--- src/hdl/bbe_pkg.sv ---
package bbe_pkg;

   localparam int MAX_WIDTH = 1024;
   localparam int ADDR_W    = (MAX_WIDTH > 1) ? $clog2(MAX_WIDTH) : 1;
   localparam int PIX_W     = 24;
   localparam int WIDTH_W   = 11;
   localparam int HEIGHT_W  = 16;
   localparam int CSR_IDX_W = 1;
   localparam int CSR_DAT_W = 16;

   localparam logic [WIDTH_W-1:0]  WIDTH_RESET  = 11'd1024;
   localparam logic [HEIGHT_W-1:0] HEIGHT_RESET = 16'd768;

   typedef enum logic [CSR_IDX_W-1:0] {
      REG_FRAME_WIDTH  = 1'b0,
      REG_FRAME_HEIGHT = 1'b1
   } csr_index_type;

   typedef struct packed {
      logic [7:0] red;
      logic [7:0] green;
      logic [7:0] blue;
   } pixel_type;

   // Rows 0..2 from top to bottom, columns 0..2 from left to right.
   typedef pixel_type [0:2][0:2] grid_type;

   typedef struct packed {
      logic [1:0] row_lo;
      logic [1:0] col_lo;
   } mean_sel_type;

   typedef struct packed {
      logic [7:0] in_red;
      logic [7:0] in_green;
      logic [7:0] in_blue;
   } in_word_type;

   typedef struct packed {
      logic [7:0] out_red;
      logic [7:0] out_green;
      logic [7:0] out_blue;
      logic       last_of_run;
      logic       frame_done;
   } out_word_type;

endpackage

--- src/hdl/bbe_mean.sv ---
module bbe_mean (
   input  logic                 clock,
   input  logic                 load,
   input  bbe_pkg::grid_type    grid,
   input  bbe_pkg::mean_sel_type sel,
   output bbe_pkg::pixel_type   mean
);
   import bbe_pkg::*;

   localparam int SUM_W  = 12;
   localparam int NUM_W  = 13;
   localparam int RCP_W  = 20;
   localparam int PROD_W = NUM_W + RCP_W;

   logic [SUM_W-1:0] sum_red_ff, sum_green_ff, sum_blue_ff;
   logic [SUM_W-1:0] sum_red_in, sum_green_in, sum_blue_in;
   logic [3:0]       count_ff, count_in;

   // ceil(2^20 / (2*count)); exact floor division for every numerator below 2^13.
   function automatic logic [RCP_W-1:0] recip(input logic [3:0] count);
      logic [RCP_W-1:0] r;
      case (count)
         4'd1:    r = 20'd524288;
         4'd2:    r = 20'd262144;
         4'd3:    r = 20'd174763;
         4'd4:    r = 20'd131072;
         4'd6:    r = 20'd87382;
         4'd9:    r = 20'd58255;
         default: r = 20'd524288;
      endcase
      return r;
   endfunction

   function automatic logic [7:0] divide(input logic [SUM_W-1:0] sum,
                                         input logic [3:0] count);
      logic [NUM_W-1:0]  num;
      logic [PROD_W-1:0] prod;
      num  = NUM_W'({sum, 1'b0}) + NUM_W'(count);
      prod = PROD_W'(num) * PROD_W'(recip(count));
      return prod[RCP_W+7:RCP_W];
   endfunction

   always_comb begin
      sum_red_in   = '0;
      sum_green_in = '0;
      sum_blue_in  = '0;
      for (int r = 0; r < 3; r++) begin
         for (int c = 0; c < 3; c++) begin
            if ((2'(r) >= sel.row_lo) && (2'(c) >= sel.col_lo)) begin
               sum_red_in   = sum_red_in   + SUM_W'(grid[r][c].red);
               sum_green_in = sum_green_in + SUM_W'(grid[r][c].green);
               sum_blue_in  = sum_blue_in  + SUM_W'(grid[r][c].blue);
            end
         end
      end
      count_in = 4'(2'd3 - sel.row_lo) * 4'(2'd3 - sel.col_lo);
   end

   always_ff @(posedge clock) begin
      if (load) begin
         sum_red_ff   <= sum_red_in;
         sum_green_ff <= sum_green_in;
         sum_blue_ff  <= sum_blue_in;
         count_ff     <= count_in;
      end
   end

   assign mean.red   = divide(sum_red_ff, count_ff);
   assign mean.green = divide(sum_green_ff, count_ff);
   assign mean.blue  = divide(sum_blue_ff, count_ff);

endmodule

--- config.mk ---
export PLATFORM = sky130hd
export DESIGN_NAME = bbe_mean
export DESIGN_NICKNAME = d
export VERILOG_FILES = /design/src/hdl/bbe_pkg.sv /design/src/hdl/bbe_mean.sv
export SDC_FILE = /design/constraint.sdc
export NUM_CORES = 2
export LEC_CHECK = 0
export BUFFER_PORTS_ARGS = -buffer_cell sky130_fd_sc_hd__buf_4
export CORE_MARGIN = 2
export CORE_UTILIZATION = 61
export DETAILED_ROUTE_END_ITERATION = 8
export PLACE_DENSITY = 0.79
export SYNTH_ARGS = -nofsm -noshare
export SYNTH_HDL_FRONTEND = slang
export SYNTH_SLANG_ARGS = --single-unit
--- constraint.sdc ---
create_clock -name clock -period 25.8 [get_ports clock]
set_input_delay 6.45 -clock clock [delete_from_list [all_inputs] [get_ports clock]]
set_output_delay 6.45 -clock clock [all_outputs]
set_load 0.05 [all_outputs]
==> results.md <==
* Die Width at 219.0 um
* RePlAce Congestion at 0.9651
* Busiest layer in global routing: met2
* Post-cts repair resize count at 0
* Leakage Power at 16.14 nW
* Overall die height at 219.0 um
* Path type of the worst min-delay path: in -> reg
* Peak supply drop at 0.2633 mV
* Pin slew with the least headroom to its limit at 1.073 ns
* Number of synthesized flops with an enable pin at 40
* Effective utilization at floorplan at 62.00%
* Critical path endpoint category: output pin
* CTS max path bufs at 2
* Overall Global Routing Usage at 35.69%
* FILL cells at 3,799
* Met1 global-route usage at 44.17%
* DPL Wire Length at 74,100 um
* Total congestion overflow at 0
* Number of endpoints with negative hold slack in the final report at 0
* Port Buf Inserts at 245
* Number of global-route vias before repair at 25,450
* Number of placement rows at 78
* Total power per unit cell area at 65.73 nW/um^2
* Total die area at 47,960 um^2
* Via count at 23,640
* Post-synth cell types at 87
* Clock root buffer: sky130_fd_sc_hd__clkbuf_16
* Number of synthesis warnings at 0
* Max-cap viol count at 0
* Final setup fails at 0
* Achievable frequency at 62.67 MHz
* Gate count after technology mapping at 3,326
* Final critical-path share of the clock period at 61.84%
* Layout cell share with drive strength beyond 1 at 9.336%
* Run status: complete, no violations
* Max Slew Vio Count at 0
* Startpoint type of the worst setup path: register
* Top post-synthesis cells by count: 694 x sky130_fd_sc_hd__inv_1, 477 x sky130_fd_sc_hd__fa_1, 365 x sky130_fd_sc_hd__ha_1
* Sequential share of the synthesized area at 4.260%
* DRT iter0 DRCs at 1,444
* Most numerous cell in the Yosys netlist: sky130_fd_sc_hd__inv_1
* Remaining antenna violation count after routing at 0
* Core Region at 45,480 um^2
* Avg Cell Area, Syn at 8.478 um^2
* Total power at 2.038 mW
* Layout area overhead at 9.935%
* Required time worst endpoint at 19.35 ns
* Antenna violations before repair at 12
* CTS tree: yes
* Leading post-synthesis cells by cell area: sky130_fd_sc_hd__fa_1 34%, sky130_fd_sc_hd__ha_1 16%, sky130_fd_sc_hd__inv_1 9.2%, sky130_fd_sc_hd__xnor2_1 4.8%, sky130_fd_sc_hd__edfxtp_1 4.3%
* Number of design rule violations left after detail routing at 0
* Async set or reset register ratio after synthesis at 0%
* Clock net sink count at 40
* CTS Buf Count at 5
* Global-route track usage on met2 at 62.53%
* Tightest slew margin relative to the limit at 27.59%
* Total length of routed wires at 82,960 um
* Main synth FF type: sky130_fd_sc_hd__edfxtp_1
* CTS Hold Buffers Added at 0
* Largest area contributor in the synthesized netlist: sky130_fd_sc_hd__fa_1
* Arrival time of data at the critical path endpoint at 9.51 ns
* Synthesized flop and latch total at 40
* Pin count of the biggest net entering global routing at 55
* Setup repair after global routing missed its margin: no
* Number of buffers inserted to repair setup after CTS at 0
* Portion of synthesized cell area occupied by the leading cell type at 33.86%
* Number of vias per cell at 5.681
* Final nets at 4,619
* Post-synthesis instance area at 28,200 um^2
* Met3 routing resource usage after global routing at 5.960%
* Critical path class: reg -> out
* Drt first pass iters at 7
* # H-tree levels at 2
* Average wire length per cell after detail routing at 19.94 um
* Ports at 246
* Top fanout value on the critical path at 9
* Wire length of the first global-routing pass at 131,900 um
* Clock slew at reported path FFs at 0.06 ns
* Setup TNS Final at 0 ns
* Time the worst path needs with I/O delays and setup at 15.96 ns
==> through the flow <==
| step | instance area, um^2 | cells | hold slack, ns | setup WS [ns] | util [%] |
|---|---|---|---|---|---|
| 6_report | 31000 | 4160 | 6.569 | 9.844 | 68.16 |
| 4_1_cts | 30990 | 4156 | 6.566 | 9.903 | 68.14 |
| 2_1_floorplan | 28240 | 3336 | 6.563 | 10.77 | - |
| 3_5_place_dp | 30830 | 4148 | 6.859 | 9.947 | 67.78 |
| 3_3_place_gp | 30830 | 4148 | 6.863 | 10.23 | 67.78 |
| 5_1_grt | 30990 | 4156 | 6.612 | 9.239 | 68.14 |
==> cell usage in the layout (no fill, tap or decap), types with 13 or more instances in the layout <==
| cell type | synthesis | layout |
|---|---|---|
| sky130_fd_sc_hd__xnor2_1 | 155 | 155 |
| sky130_fd_sc_hd__nand2_1 | 242 | 242 |
| sky130_fd_sc_hd__and3_1 | 13 | 13 |
| sky130_fd_sc_hd__or2_2 | 18 | 18 |
| sky130_fd_sc_hd__nand2b_1 | 48 | 48 |
| sky130_fd_sc_hd__and2_1 | 58 | 58 |
| sky130_fd_sc_hd__o21bai_1 | 29 | 29 |
| sky130_fd_sc_hd__a21o_1 | 86 | 86 |
| sky130_fd_sc_hd__buf_4 | 0 | 272 |
| sky130_fd_sc_hd__ha_1 | 365 | 365 |
| sky130_fd_sc_hd__nor2_1 | 290 | 289 |
| sky130_fd_sc_hd__o31ai_1 | 16 | 16 |
| sky130_fd_sc_hd__nor2b_1 | 47 | 47 |
| sky130_fd_sc_hd__nand3_1 | 23 | 23 |
| sky130_fd_sc_hd__nor3_1 | 31 | 31 |
| sky130_fd_sc_hd__or3_1 | 14 | 14 |
| sky130_fd_sc_hd__edfxtp_1 | 40 | 40 |
| sky130_fd_sc_hd__fa_1 | 477 | 477 |
| sky130_fd_sc_hd__a211oi_1 | 22 | 22 |
| sky130_fd_sc_hd__o21a_1 | 44 | 44 |
| sky130_fd_sc_hd__inv_1 | 694 | 694 |
| sky130_fd_sc_hd__xor2_1 | 71 | 71 |
| sky130_fd_sc_hd__a21oi_1 | 146 | 145 |
| sky130_fd_sc_hd__o21ai_0 | 163 | 163 |
==> worst max-delay path, stage by stage, from the launching register on <==
cell	delay, ns
sky130_fd_sc_hd__edfxtp_1	0.62
sky130_fd_sc_hd__ha_1	0.32
sky130_fd_sc_hd__fa_1	0.45
sky130_fd_sc_hd__a21o_1	0.20
sky130_fd_sc_hd__nand2_1	0.11
sky130_fd_sc_hd__nor2_1	0.07
sky130_fd_sc_hd__xnor2_1	0.58
sky130_fd_sc_hd__nor2_1	0.33
sky130_fd_sc_hd__fa_1	0.56
sky130_fd_sc_hd__inv_1	0.07
sky130_fd_sc_hd__fa_1	0.63
sky130_fd_sc_hd__fa_1	0.47
sky130_fd_sc_hd__fa_1	0.49
sky130_fd_sc_hd__inv_1	0.05
sky130_fd_sc_hd__fa_1	0.39
sky130_fd_sc_hd__ha_1	0.33
sky130_fd_sc_hd__and3_1	0.20
sky130_fd_sc_hd__a221oi_1	0.28
sky130_fd_sc_hd__nor2b_1	0.07
sky130_fd_sc_hd__a2111oi_0	0.39
sky130_fd_sc_hd__o21ai_1	0.25
sky130_fd_sc_hd__a31o_2	0.32
sky130_fd_sc_hd__and4_1	0.20
sky130_fd_sc_hd__a2111oi_0	0.91
sky130_fd_sc_hd__o21bai_1	0.19
sky130_fd_sc_hd__a21oi_1	0.23
sky130_fd_sc_hd__xnor2_1	0.23
sky130_fd_sc_hd__buf_4	0.27
==> per-layer routing <==
| layer | up-vias | share of wire (%) |
|---|---|---|
| met2 | 790 | 48 |
| li1 | 11090 | - |
| met1 | 11540 | 40 |
| met5 | - | 0.13 |
| met4 | 16 | 4.3 |
| met3 | 194 | 7.3 |
==> final cells by class <==
class | count | area, um^2 | share of cell area [%]
clock buffer | 5 | 125.1 | 0.4036
clock inverter | 3 | 37.54 | 0.1211
inverter | 695 | 2609 | 8.415
tap | 600 | 750.7 | 2.422
antenna | 4 | 10.01 | 0.03229
multi-input combinational | 2541 | 24220 | 78.14
sequential | 40 | 1201 | 3.875
timing repair buffer | 272 | 2042 | 6.587
==> where the power goes <==
| group | internal (mW) | switching [mW] |
|---|---|---|
| clock | 0.0450 | 0.0246 |
| sequential | 0.0874 | 0.0136 |
| combinational | 0.707 | 1.16 |
| total | 0.839 | 1.20 |
==> worst paths after layout <==
kind	startpoint	endpoint	slack (ns)	cells past startpoint
max	count_ff[1]	mean[7]	9.84	27
min	grid[16]	sum_red_ff[0]	6.57	3
==> sequential cells by signal, indices dropped and copies added (netlist names) <==
register and flops:
sum_red_ff 12, sum_blue_ff 12, sum_green_ff 12, count_ff 4
==> logic make-up after synthesis <==
family | after synthesis | synth area share (%)
and+or+nand+nor | 832 | 13.79
DFF | 40 | 4.260
adders and majority gates | 844 | 50.13
AOI/OAI and AO/OA | 612 | 13.92
muxes | 9 | 0.3372
other | 2 | 0.02663
buffers and inverters | 755 | 10.06
xor gates and xnor gates | 232 | 7.477
(Power assumes the default switching activity.)
